--- src/hdl/tasrc_pkg.sv ---
package tasrc_pkg;

  // Command codes
  localparam logic [2:0] CMD_TICK     = 3'd0;
  localparam logic [2:0] CMD_MOVE_ABS = 3'd1;
  localparam logic [2:0] CMD_MOVE_REL = 3'd2;
  localparam logic [2:0] CMD_STOP     = 3'd3;
  localparam logic [2:0] CMD_GET_POS  = 3'd4;
  localparam logic [2:0] CMD_INIT     = 3'd5;
  localparam logic [2:0] CMD_STOP_ALL = 3'd6;

  // Axis codes
  localparam logic [1:0] AXIS_VERT  = 2'd0;
  localparam logic [1:0] AXIS_GRIP  = 2'd1;
  localparam logic [1:0] AXIS_SERVO = 2'd2;

  // Configuration register indexes
  localparam logic [2:0] REG_VERT_LOW   = 3'd0;
  localparam logic [2:0] REG_VERT_HIGH  = 3'd1;
  localparam logic [2:0] REG_GRIP_HIGH  = 3'd2;
  localparam logic [2:0] REG_SERVO_LOW  = 3'd3;
  localparam logic [2:0] REG_SERVO_HIGH = 3'd4;
  localparam logic [2:0] REG_RAMP_TOL   = 3'd5;

  // Configuration reset values
  localparam logic [14:0] RST_VERT_LOW   = 15'd250;
  localparam logic [14:0] RST_VERT_HIGH  = 15'd1420;
  localparam logic [14:0] RST_GRIP_HIGH  = 15'd1530;
  localparam logic [14:0] RST_SERVO_LOW  = 15'd6900;
  localparam logic [14:0] RST_SERVO_HIGH = 15'd31416;
  localparam logic [7:0]  RST_RAMP_TOL   = 8'd10;

  // Position reset values per axis
  localparam logic signed [15:0] HOME_VERT  = 16'sd1420;
  localparam logic signed [15:0] HOME_GRIP  = 16'sd0;
  localparam logic signed [15:0] HOME_SERVO = 16'sd6900;

  // Degrees to 1e-4 rad, scaled by 256
  localparam logic signed [32:0] DEG_SCALE = 33'sd44680;

  // Reciprocal of ten, scaled by 2^19
  localparam logic [31:0] RECIP_TEN = 32'd52429;

  // Replies
  localparam logic [13:0] REPLY_UNINIT  = 14'd9999;
  localparam logic [13:0] REPLY_NEG_ADJ = 14'd5536;

  typedef struct packed {
    logic [2:0]         command;
    logic [1:0]         axis;
    logic signed [15:0] move_value;
    logic signed [15:0] meas_vertical;
    logic signed [15:0] meas_gripper;
    logic signed [15:0] meas_servo;
  } cmd_item_t;

  typedef struct packed {
    logic signed [15:0] setpoint_vertical;
    logic signed [15:0] setpoint_gripper;
    logic signed [15:0] setpoint_servo;
    logic [13:0]        reply_value;
    logic               reply_valid;
  } res_item_t;

  typedef struct packed {
    logic [14:0] vert_low;
    logic [14:0] vert_high;
    logic [14:0] grip_high;
    logic [14:0] servo_low;
    logic [14:0] servo_high;
    logic [7:0]  ramp_tol;
  } cfg_t;

  typedef struct packed {
    logic signed [15:0] cur_vert;
    logic signed [15:0] cur_grip;
    logic signed [15:0] cur_servo;
    logic               init_vert;
    logic               init_grip;
  } axis_state_t;

  // Move the setpoint one step toward the target while outside the dead band
  function automatic logic signed [15:0] ramp_step(input logic signed [15:0] sp,
                                                   input logic signed [15:0] tgt,
                                                   input logic [7:0] tol);
    logic signed [16:0] diff;
    logic [16:0]        mag;
    diff = {sp[15], sp} - {tgt[15], tgt};
    mag  = diff[16] ? 17'(-diff) : 17'(diff);
    if (mag > {9'd0, tol}) begin
      ramp_step = diff[16] ? sp + 16'sd1 : sp - 16'sd1;
    end else begin
      ramp_step = sp;
    end
  endfunction

endpackage

--- src/hdl/tasrc_cfg_regs.sv ---
module tasrc_cfg_regs (
  input  logic          clk,
  input  logic          rst,
  input  logic          cfg_we,
  input  logic [2:0]    cfg_index,
  input  logic [14:0]   cfg_data,
  output tasrc_pkg::cfg_t cfg
);
  import tasrc_pkg::*;

  // Hold limits and dead band, write one register per enabled cycle
  always_ff @(posedge clk) begin
    if (rst) begin
      cfg.vert_low   <= RST_VERT_LOW;
      cfg.vert_high  <= RST_VERT_HIGH;
      cfg.grip_high  <= RST_GRIP_HIGH;
      cfg.servo_low  <= RST_SERVO_LOW;
      cfg.servo_high <= RST_SERVO_HIGH;
      cfg.ramp_tol   <= RST_RAMP_TOL;
    end else if (cfg_we) begin
      unique case (cfg_index)
        REG_VERT_LOW:   cfg.vert_low   <= cfg_data;
        REG_VERT_HIGH:  cfg.vert_high  <= cfg_data;
        REG_GRIP_HIGH:  cfg.grip_high  <= cfg_data;
        REG_SERVO_LOW:  cfg.servo_low  <= cfg_data;
        REG_SERVO_HIGH: cfg.servo_high <= cfg_data;
        REG_RAMP_TOL:   cfg.ramp_tol   <= cfg_data[7:0];
        default: ;
      endcase
    end
  end

endmodule

--- src/hdl/tasrc_reply.sv ---
module tasrc_reply (
  input  tasrc_pkg::cmd_item_t   item,
  input  tasrc_pkg::axis_state_t status,
  output logic [13:0]            reply_value,
  output logic                   reply_valid
);
  import tasrc_pkg::*;

  logic signed [15:0] lin_pos;
  logic               lin_init;
  logic               lin_neg;
  logic [15:0]        lin_mag;
  logic [31:0]        div_prod;
  logic [12:0]        mm_mag;
  logic [13:0]        lin_reply;
  logic [13:0]        servo_reply;

  // Pick the linear axis being asked about
  assign lin_pos  = (item.axis == AXIS_GRIP) ? status.cur_grip : status.cur_vert;
  assign lin_init = (item.axis == AXIS_GRIP) ? status.init_grip : status.init_vert;

  // Millimetres truncated toward zero, folded into four digits
  assign lin_neg  = lin_pos[15];
  assign lin_mag  = lin_neg ? 16'(-lin_pos) : 16'(lin_pos);
  assign div_prod = 32'(lin_mag) * RECIP_TEN;
  assign mm_mag   = div_prod[31:19];

  always_comb begin
    if (!lin_init) begin
      lin_reply = REPLY_UNINIT;
    end else if (lin_neg && (mm_mag != 13'd0)) begin
      lin_reply = REPLY_NEG_ADJ - {1'b0, mm_mag};
    end else begin
      lin_reply = {1'b0, mm_mag};
    end
  end

  // Whole radians of the servo, negative reads as zero
  always_comb begin
    if (status.cur_servo >= 16'sd30000) begin
      servo_reply = 14'd3;
    end else if (status.cur_servo >= 16'sd20000) begin
      servo_reply = 14'd2;
    end else if (status.cur_servo >= 16'sd10000) begin
      servo_reply = 14'd1;
    end else begin
      servo_reply = 14'd0;
    end
  end

  // Answer only a position request on an existing axis
  always_comb begin
    reply_value = 14'd0;
    reply_valid = 1'b0;
    if (item.command == CMD_GET_POS) begin
      unique case (item.axis) inside
        AXIS_VERT, AXIS_GRIP: begin
          reply_value = lin_reply;
          reply_valid = 1'b1;
        end
        AXIS_SERVO: begin
          reply_value = servo_reply;
          reply_valid = 1'b1;
        end
        default: ;
      endcase
    end
  end

endmodule

--- src/hdl/tasrc_core.sv ---
module tasrc_core (
  input  logic                   clk,
  input  logic                   rst,
  input  logic                   go,
  input  tasrc_pkg::cmd_item_t   item,
  input  tasrc_pkg::cfg_t        cfg,
  output tasrc_pkg::axis_state_t status,
  output logic signed [15:0]     sp_vertical,
  output logic signed [15:0]     sp_gripper,
  output logic signed [15:0]     sp_servo
);
  import tasrc_pkg::*;

  logic signed [15:0] cur_v, cur_g, cur_s;
  logic signed [15:0] tgt_v, tgt_g, tgt_s;
  logic signed [15:0] ramp_v, ramp_g, ramp_s;
  logic               init_v, init_g;

  logic signed [15:0] cur_v_next, cur_g_next, cur_s_next;
  logic signed [15:0] tgt_v_next, tgt_g_next, tgt_s_next;
  logic signed [15:0] ramp_v_next, ramp_g_next, ramp_s_next;
  logic               init_v_next, init_g_next;

  logic signed [19:0] mv_ext, mv_ten, tgt_sel, lin_t;
  logic signed [15:0] vert_t, grip_t, servo_t;
  logic               grip_clip;
  logic signed [32:0] servo_prod;
  logic signed [24:0] servo_raw, servo_hi;

  // Millimetres to 1e-4 m, absolute or added to the present target
  assign mv_ext  = {{4{item.move_value[15]}}, item.move_value};
  assign mv_ten  = (mv_ext <<< 3) + (mv_ext <<< 1);
  assign tgt_sel = (item.axis == AXIS_GRIP) ? {{4{tgt_g[15]}}, tgt_g}
                                            : {{4{tgt_v[15]}}, tgt_v};
  assign lin_t   = (item.command == CMD_MOVE_REL) ? tgt_sel + mv_ten : mv_ten;

  // Clamp the vertical target, low limit checked first
  always_comb begin
    if (lin_t < $signed({5'd0, cfg.vert_low})) begin
      vert_t = $signed({1'b0, cfg.vert_low});
    end else if (lin_t > $signed({5'd0, cfg.vert_high})) begin
      vert_t = $signed({1'b0, cfg.vert_high});
    end else begin
      vert_t = lin_t[15:0];
    end
  end

  // Clamp the gripper target; a clipped move restarts the ramp
  always_comb begin
    grip_clip = 1'b1;
    if (lin_t[19]) begin
      grip_t = 16'sd0;
    end else if (lin_t > $signed({5'd0, cfg.grip_high})) begin
      grip_t = $signed({1'b0, cfg.grip_high});
    end else begin
      grip_t    = lin_t[15:0];
      grip_clip = 1'b0;
    end
  end

  // Degrees to 1e-4 rad with floor, then high and low clamp in that order
  assign servo_prod = 33'(item.move_value) * DEG_SCALE;
  assign servo_raw  = servo_prod[32:8];
  assign servo_hi   = (servo_raw > $signed({10'd0, cfg.servo_high}))
                      ? $signed({10'd0, cfg.servo_high}) : servo_raw;
  assign servo_t    = (servo_hi < $signed({10'd0, cfg.servo_low}))
                      ? $signed({1'b0, cfg.servo_low}) : servo_hi[15:0];

  // Decode the command into the next axis state
  always_comb begin
    cur_v_next  = cur_v;
    cur_g_next  = cur_g;
    cur_s_next  = cur_s;
    tgt_v_next  = tgt_v;
    tgt_g_next  = tgt_g;
    tgt_s_next  = tgt_s;
    ramp_v_next = ramp_v;
    ramp_g_next = ramp_g;
    ramp_s_next = ramp_s;
    init_v_next = init_v;
    init_g_next = init_g;
    unique case (item.command) inside
      CMD_TICK: begin
        cur_v_next  = item.meas_vertical;
        cur_g_next  = item.meas_gripper;
        cur_s_next  = item.meas_servo;
        ramp_v_next = ramp_step(ramp_v, tgt_v, cfg.ramp_tol);
        ramp_g_next = ramp_step(ramp_g, tgt_g, cfg.ramp_tol);
        ramp_s_next = ramp_step(ramp_s, tgt_s, cfg.ramp_tol);
      end
      CMD_MOVE_ABS, CMD_MOVE_REL: begin
        unique case (item.axis)
          AXIS_VERT: tgt_v_next = vert_t;
          AXIS_GRIP: begin
            tgt_g_next = grip_t;
            if (grip_clip) begin
              ramp_g_next = cur_g;
            end
          end
          AXIS_SERVO: begin
            if (item.command == CMD_MOVE_ABS) begin
              tgt_s_next  = servo_t;
              ramp_s_next = cur_s;
            end
          end
          default: ;
        endcase
      end
      CMD_STOP: begin
        unique case (item.axis)
          AXIS_VERT: tgt_v_next = cur_v;
          AXIS_GRIP: begin
            tgt_g_next  = cur_g;
            ramp_g_next = cur_g;
          end
          default: ;
        endcase
      end
      CMD_INIT: begin
        unique case (item.axis)
          AXIS_VERT: begin
            tgt_v_next  = $signed({1'b0, cfg.vert_high});
            init_v_next = 1'b1;
          end
          AXIS_GRIP: begin
            tgt_g_next  = 16'sd0;
            ramp_g_next = cur_g;
            init_g_next = 1'b1;
          end
          default: ;
        endcase
      end
      CMD_STOP_ALL: begin
        tgt_v_next  = cur_v;
        tgt_g_next  = cur_g;
        ramp_g_next = cur_g;
      end
      default: ;
    endcase
  end

  // Hold axis state, advance on each item taken
  always_ff @(posedge clk) begin
    if (rst) begin
      cur_v  <= HOME_VERT;
      cur_g  <= HOME_GRIP;
      cur_s  <= HOME_SERVO;
      tgt_v  <= HOME_VERT;
      tgt_g  <= HOME_GRIP;
      tgt_s  <= HOME_SERVO;
      ramp_v <= HOME_VERT;
      ramp_g <= HOME_GRIP;
      ramp_s <= HOME_SERVO;
      init_v <= 1'b0;
      init_g <= 1'b0;
    end else if (go) begin
      cur_v  <= cur_v_next;
      cur_g  <= cur_g_next;
      cur_s  <= cur_s_next;
      tgt_v  <= tgt_v_next;
      tgt_g  <= tgt_g_next;
      tgt_s  <= tgt_s_next;
      ramp_v <= ramp_v_next;
      ramp_g <= ramp_g_next;
      ramp_s <= ramp_s_next;
      init_v <= init_v_next;
      init_g <= init_g_next;
    end
  end

  assign status.cur_vert  = cur_v;
  assign status.cur_grip  = cur_g;
  assign status.cur_servo = cur_s;
  assign status.init_vert = init_v;
  assign status.init_grip = init_g;

  assign sp_vertical = ramp_v_next;
  assign sp_gripper  = ramp_g_next;
  assign sp_servo    = ramp_s_next;

  // Vertical setpoint moves only on a tick
  a_vert_ramp_tick_only: assert property (@(posedge clk) disable iff (rst)
    (go && (item.command != CMD_TICK)) |=> (ramp_v == $past(ramp_v)))
    else $error("vertical setpoint changed outside a tick");

  // Servo setpoint moves only on a tick or an absolute servo move
  a_servo_ramp_src: assert property (@(posedge clk) disable iff (rst)
    (go && (item.command != CMD_TICK) &&
     !((item.command == CMD_MOVE_ABS) && (item.axis == AXIS_SERVO)))
    |=> (ramp_s == $past(ramp_s)))
    else $error("servo setpoint changed unexpectedly");

  // Absolute servo target lands inside consistent limits
  a_servo_clamp: assert property (@(posedge clk) disable iff (rst)
    (go && (item.command == CMD_MOVE_ABS) && (item.axis == AXIS_SERVO) &&
     (cfg.servo_low <= cfg.servo_high))
    |=> ((tgt_s >= $signed({1'b0, $past(cfg.servo_low)})) &&
         (tgt_s <= $signed({1'b0, $past(cfg.servo_high)}))))
    else $error("servo target outside limits");

endmodule

--- src/hdl/three_axis_setpoint_ramp_controller.sv ---
// An accepted item passes through the input register and then the result register.
// Throughput: one item per cycle while the receiver takes results; each item gives exactly one result.
// All per-item work is one compare/add/clamp pass, with one constant multiply for the
// servo degree scaling and one for the millimetre reply.
// Reset (rst, synchronous, active high) restores the limit registers, the home
// positions of all axes and clears the initialised flags and both pipeline stages.
module three_axis_setpoint_ramp_controller (
  input  logic                 clk,
  input  logic                 rst,
  input  logic                 cmd_valid,
  output logic                 cmd_ready,
  input  tasrc_pkg::cmd_item_t cmd,
  output logic                 res_valid,
  input  logic                 res_ready,
  output tasrc_pkg::res_item_t res,
  input  logic                 cfg_we,
  input  logic [2:0]           cfg_index,
  input  logic [14:0]          cfg_data
);
  import tasrc_pkg::*;

  cmd_item_t   in_item;
  logic        in_full;
  logic        go;
  cfg_t        cfg;
  axis_state_t status;
  logic signed [15:0] sp_vertical, sp_gripper, sp_servo;
  logic [13:0] reply_value;
  logic        reply_valid;

  // Advance the held item when the result register is free or being emptied
  assign go        = in_full && (!res_valid || res_ready);
  assign cmd_ready = !in_full || go;

  // Input register
  always_ff @(posedge clk) begin
    if (rst) begin
      in_full <= 1'b0;
    end else if (cmd_ready) begin
      in_full <= cmd_valid;
    end
  end

  always_ff @(posedge clk) begin
    if (cmd_ready && cmd_valid) begin
      in_item <= cmd;
    end
  end

  tasrc_cfg_regs u_cfg (
    .clk       (clk),
    .rst       (rst),
    .cfg_we    (cfg_we),
    .cfg_index (cfg_index),
    .cfg_data  (cfg_data),
    .cfg       (cfg)
  );

  tasrc_core u_core (
    .clk         (clk),
    .rst         (rst),
    .go          (go),
    .item        (in_item),
    .cfg         (cfg),
    .status      (status),
    .sp_vertical (sp_vertical),
    .sp_gripper  (sp_gripper),
    .sp_servo    (sp_servo)
  );

  tasrc_reply u_reply (
    .item        (in_item),
    .status      (status),
    .reply_value (reply_value),
    .reply_valid (reply_valid)
  );

  // Result register
  always_ff @(posedge clk) begin
    if (rst) begin
      res_valid <= 1'b0;
    end else if (go) begin
      res_valid <= 1'b1;
    end else if (res_ready) begin
      res_valid <= 1'b0;
    end
  end

  always_ff @(posedge clk) begin
    if (go) begin
      res.setpoint_vertical <= sp_vertical;
      res.setpoint_gripper  <= sp_gripper;
      res.setpoint_servo    <= sp_servo;
      res.reply_value       <= reply_value;
      res.reply_valid       <= reply_valid;
    end
  end

  // A reply never exceeds four digits
  a_reply_range: assert property (@(posedge clk) disable iff (rst)
    (res_valid && res.reply_valid) |-> (res.reply_value <= REPLY_UNINIT))
    else $error("reply out of range");

  // No reply means a zero value
  a_reply_zero: assert property (@(posedge clk) disable iff (rst)
    (res_valid && !res.reply_valid) |-> (res.reply_value == 14'd0))
    else $error("reply value without reply flag");

  // A full input stage that cannot advance blocks new items
  a_hold_input: assert property (@(posedge clk) disable iff (rst)
    (in_full && res_valid && !res_ready) |-> !cmd_ready)
    else $error("input accepted while stage blocked");

endmodule

--- config.mk ---
export PLATFORM = sky130hd
export DESIGN_NAME = three_axis_setpoint_ramp_controller
export DESIGN_NICKNAME = d
export VERILOG_FILES = /design/src/hdl/tasrc_pkg.sv /design/src/hdl/tasrc_cfg_regs.sv /design/src/hdl/tasrc_reply.sv /design/src/hdl/tasrc_core.sv /design/src/hdl/three_axis_setpoint_ramp_controller.sv
export SDC_FILE = /design/constraint.sdc
export NUM_CORES = 2
export LEC_CHECK = 0
export BUFFER_PORTS_ARGS = -buffer_cell sky130_fd_sc_hd__buf_4
export CAP_MARGIN = 25
export CORE_MARGIN = 1.5
export CORE_UTILIZATION = 50
export CTS_BUF_LIST = sky130_fd_sc_hd__clkbuf_8
export CTS_CLUSTER_DIAMETER = 50
export DETAILED_ROUTE_END_ITERATION = 8
export GPL_TIMING_DRIVEN = 0
export HOLD_SLACK_MARGIN = 0.12
export MAX_ROUTING_LAYER = met4
export PLACE_DENSITY = 0.67
export SYNTH_ARGS = -nofsm -noshare
export SYNTH_HDL_FRONTEND = slang
export SYNTH_SLANG_ARGS = --single-unit
export TNS_END_PERCENT = 20
--- constraint.sdc ---
create_clock -name clk -period 12.4 [get_ports clk]
set_clock_uncertainty 0.05 [all_clocks]
set_input_delay 3.1 -clock clk [delete_from_list [all_inputs] [get_ports clk]]
set_output_delay 3.1 -clock clk [all_outputs]
set_load 0.03 [all_outputs]
==> flow_summary.toml <==
[status]
status = "finished with violations"
violations = "design-rule violations"

[place]
port_buffers = 156
gp_congestion = 0.993
place_hpwl_um = 88300

[sta]
drv_slew = 0
timing.final.crit_share = 0.947
finalCriticalPeriod_ns = 11.74
rsz0062_at_grt = "false"
whs_ns = 0.397
slew-limit-headroom = 0.242
max_freq_mhz = 85.2
setup_viol = 0
hold_violations = 0
tightest_slew_ns = 1.12
setup_tns_ns = 0

[floorplanning]
core_um2 = 68700
num_rows = 96
die_height_um = 267
die_area_um2 = 71100
start_util = 0.506
dieWidth_um = 267
boundaryPins = 157

[power]
p_leak_nw = 17.1
vdd_drop_max_v = 0.000463
power.density_nw_per_um2 = 203
fin_total_pwr_mw = 7.88

[setup_path]
worst_path_largest_cell_delay_ns = 0.57
cp-endpoint = "u_core.tgt_s[1]"
startpoint = "in_item[55]"
crit_path_top_delay_cell = "edfxtp_1"
worstPathArrival_ns = 12.23
worstReg2RegStart = "in_item[55]"
end_kind = "register"
worst-setup-path-type = "register to register"
cp_max_fo = 10
r2r_slack_ns = 0.66
start_kind = "register"
path_common_cell = "a21o_1"
r2r-end = "u_core.tgt_s[1]"
reg2reg_depth = 42
required_ns = 12.89

[cells_and_area]
nets = 4988
drive_above_1_share = 0.0885
area_growth_pct = 11.4

[grt]
grt_pass1_vias = 29700
antenna_found_initial = 2
grt_max_degree = 57
grt_pass1_wl_um = 170000
grtUsageTotal = 0.320
overflow = 0

[clocking]
cts.reportedPaths.clkPinSlew_ns = 0.06
post_cts_buffers = 0
numClockSinks = 363
postCtsResizedCells = 0
cts.htree.levels = 3
clock_latency_ns = 0.70
cts_buffer_depth = 3
clock_tree.root_cell = "clkbuf_8"
postCtsHoldBufs = 0
cts_buffers = 70
cts_tree = "done"

[synth]
synthArstFlopShare = 0
synth-seq-area-share = 0.247
syn-num-nets = 4755
synth_flop_cell = "dfxtp_1"
ys_ff_latch = 363
synth_edf_count = 132
syn_area_um2 = 34800
yosysWarnings = 0
yosysUniqueCellTypes = 101
synthCells = 4049
syn_area_per_cell_um2 = 8.59

[detailed_routing]
initialDrtViolationCount = 2660
wirelength_um = 111000
via_count = 31200
drc = 1
wire_per_inst_um = 21.0
ant_nets = 0
firstDrtPassIters = 9
vias_per_cell = 5.92

[flow_run]
cap_violations = 0

[worst_hold_path]
hold_path.class = "register to register"
==> state kept, by name, indices dropped and copies added, names as in the netlist <==
name and cells:
u_core.cur_v 16, u_core.ramp_s 16, u_core.init_v 1, u_core.tgt_s 16
u_core.ramp_g 16, u_cfg.cfg 83, u_core.tgt_g 16, u_core.init_g 1
res_valid 1, u_core.tgt_v 16, res 63, u_core.cur_s 16
in_full 1, in_item 69, u_core.cur_g 16, u_core.ramp_v 16
==> cell type report <==
class	instances	area (um2)
repair buffers	161	1250
inverters	486	1820
well taps	931	1160
plain buffers	147	588
diodes	1	2.50
clock buffers	77	1060
flip-flops and latches	363	8590
multi-input cells	3053	23800
fillers	6448	30000
clock inverters	52	469
==> per-stage QoR <==
step / instances / instance area, um2 / setup WS, ns / utilization
6_report: 5271 / 38700 / 0.660 / 0.564
5_1_grt: 5271 / 38700 / 0.0829 / 0.564
3_3_place_gp: 5136 / 37100 / 0.191 / 0.540
4_1_cts: 5269 / 38700 / 0.190 / 0.564
3_5_place_dp: 5140 / 37200 / 0.239 / 0.541
2_1_floorplan: 4049 / 34800 / 2.51 / -
==> worst max-delay path: cells and delay by family, from the launching register on <==
family / cells / cell delay (ns)
xor+xnor: 1 / 0.18
compound gates: 17 / 3.53
flops: 1 / 0.57
buf+inv: 8 / 1.30
mux: 2 / 0.79
simple gates: 5 / 1.29
fa+ha+maj: 9 / 3.90
==> Yosys cell counts (11+ instances only) <==
master    count  share of area
a311oi_1     21         0.0053
a21oi_1     314          0.045
a211oi_1     47          0.010
a22oi_1      25         0.0054
and2_1       27         0.0049
o31ai_1      12         0.0026
or2_2        19         0.0034
or3_1        21         0.0038
nand2b_1     30         0.0054
nor4_1       17         0.0031
o22ai_1      18         0.0032
o21bai_1     19         0.0041
inv_1       481          0.052
nand3_1      77          0.011
mux2_2       53          0.017
nor2b_1      40         0.0072
o311ai_0     12         0.0030
clkbuf_1    131          0.014
xnor2_1     112          0.028
o21ai_0     211          0.030
or4_1        11         0.0024
a31oi_1      58          0.010
a211o_1      21         0.0053
xor2_1       53          0.013
a21o_1       78          0.017
and3_1       29         0.0052
o41ai_1      11         0.0028
mux2_1       12         0.0039
edfxtp_1    132           0.11
dfxtp_1     231           0.13
o211ai_1     64          0.014
mux2i_1      40          0.012
nand2_1     445          0.048
nor3_1       63         0.0091
nor2_1      204          0.022
nand4_1      28         0.0050
ha_1        444           0.16
o21a_1       46         0.0099
fa_1        170          0.098
a21boi_0     16         0.0035
==> layout by cell type (no fill, tap or decap), types with 25 or more instances in the layout <==
master and instances:
and3_1 29, o211ai_1 64, nand2b_1 30, nor2_1 204
o21ai_0 211, mux2_2 53, a31oi_1 58, nor2b_1 40
mux2i_1 39, dfxtp_1 231, edfxtp_1 132, clkbuf_1 129
a211oi_1 46, and2_1 26, a21oi_1 314, clkbuf_8 77
xor2_1 53, a21o_1 78, o21a_1 46, a22oi_1 25
xnor2_1 112, nand3_1 77, nand2_1 445, ha_1 444
buf_4 163, nand4_1 28, fa_1 170, inv_1 496
nor3_1 63
==> worst min path at each step <==
| stage | from | end | slack [ns] | cells after the start |
|---|---|---|---|---|
| floorplan | u_core.tgt_s[15] | u_core.tgt_s[15] | 0.38 | 2 |
| global placement | in_item[2] | u_core.cur_s[2] | 0.39 | 2 |
| detailed placement | in_item[6] | u_core.cur_s[6] | 0.39 | 2 |
| CTS | in_item[42] | u_core.cur_v[10] | 0.40 | 2 |
| global route | in_item[2] | u_core.cur_s[2] | 0.42 | 2 |
| finish | in_item[42] | u_core.cur_v[10] | 0.40 | 2 |
==> power breakdown <==
part           internal [mW]  total (mW)  switching, mW  leakage, nW
Combinational           2.07        5.21           3.15         13.2
Clock                  0.733        1.33          0.592        0.840
Sequential              1.29        1.34         0.0493         3.12
==> kinds of logic (layout without fill, tap and decap cells) <==
family | after synthesis | in the layout | share of synthesized area
multiplexers | 105 | 105 | 0.0326
AO/OA/AOI/OAI | 1111 | 1111 | 0.210
flip-flops | 363 | 363 | 0.247
buffers and inverters | 633 | 923 | 0.0692
adder cells (fa/ha/maj) | 614 | 614 | 0.258
other | 0 | 1 | 0
AND/OR/NAND/NOR | 1058 | 1058 | 0.142
XOR/XNOR | 165 | 165 | 0.0416
==> per-layer routing <==
layer  share of wire  GRT usage  routed length [um]  vias to the layer above
met3           0.078     0.0455                8660                      242
met2            0.45      0.500               49900                     1236
li1                -          -                   -                    14900
met4           0.048      0.142                5290                        0
met5               0          -                   0                        -
met1            0.42      0.411               46800                    14800
Power figures use the tool's default switching activity.
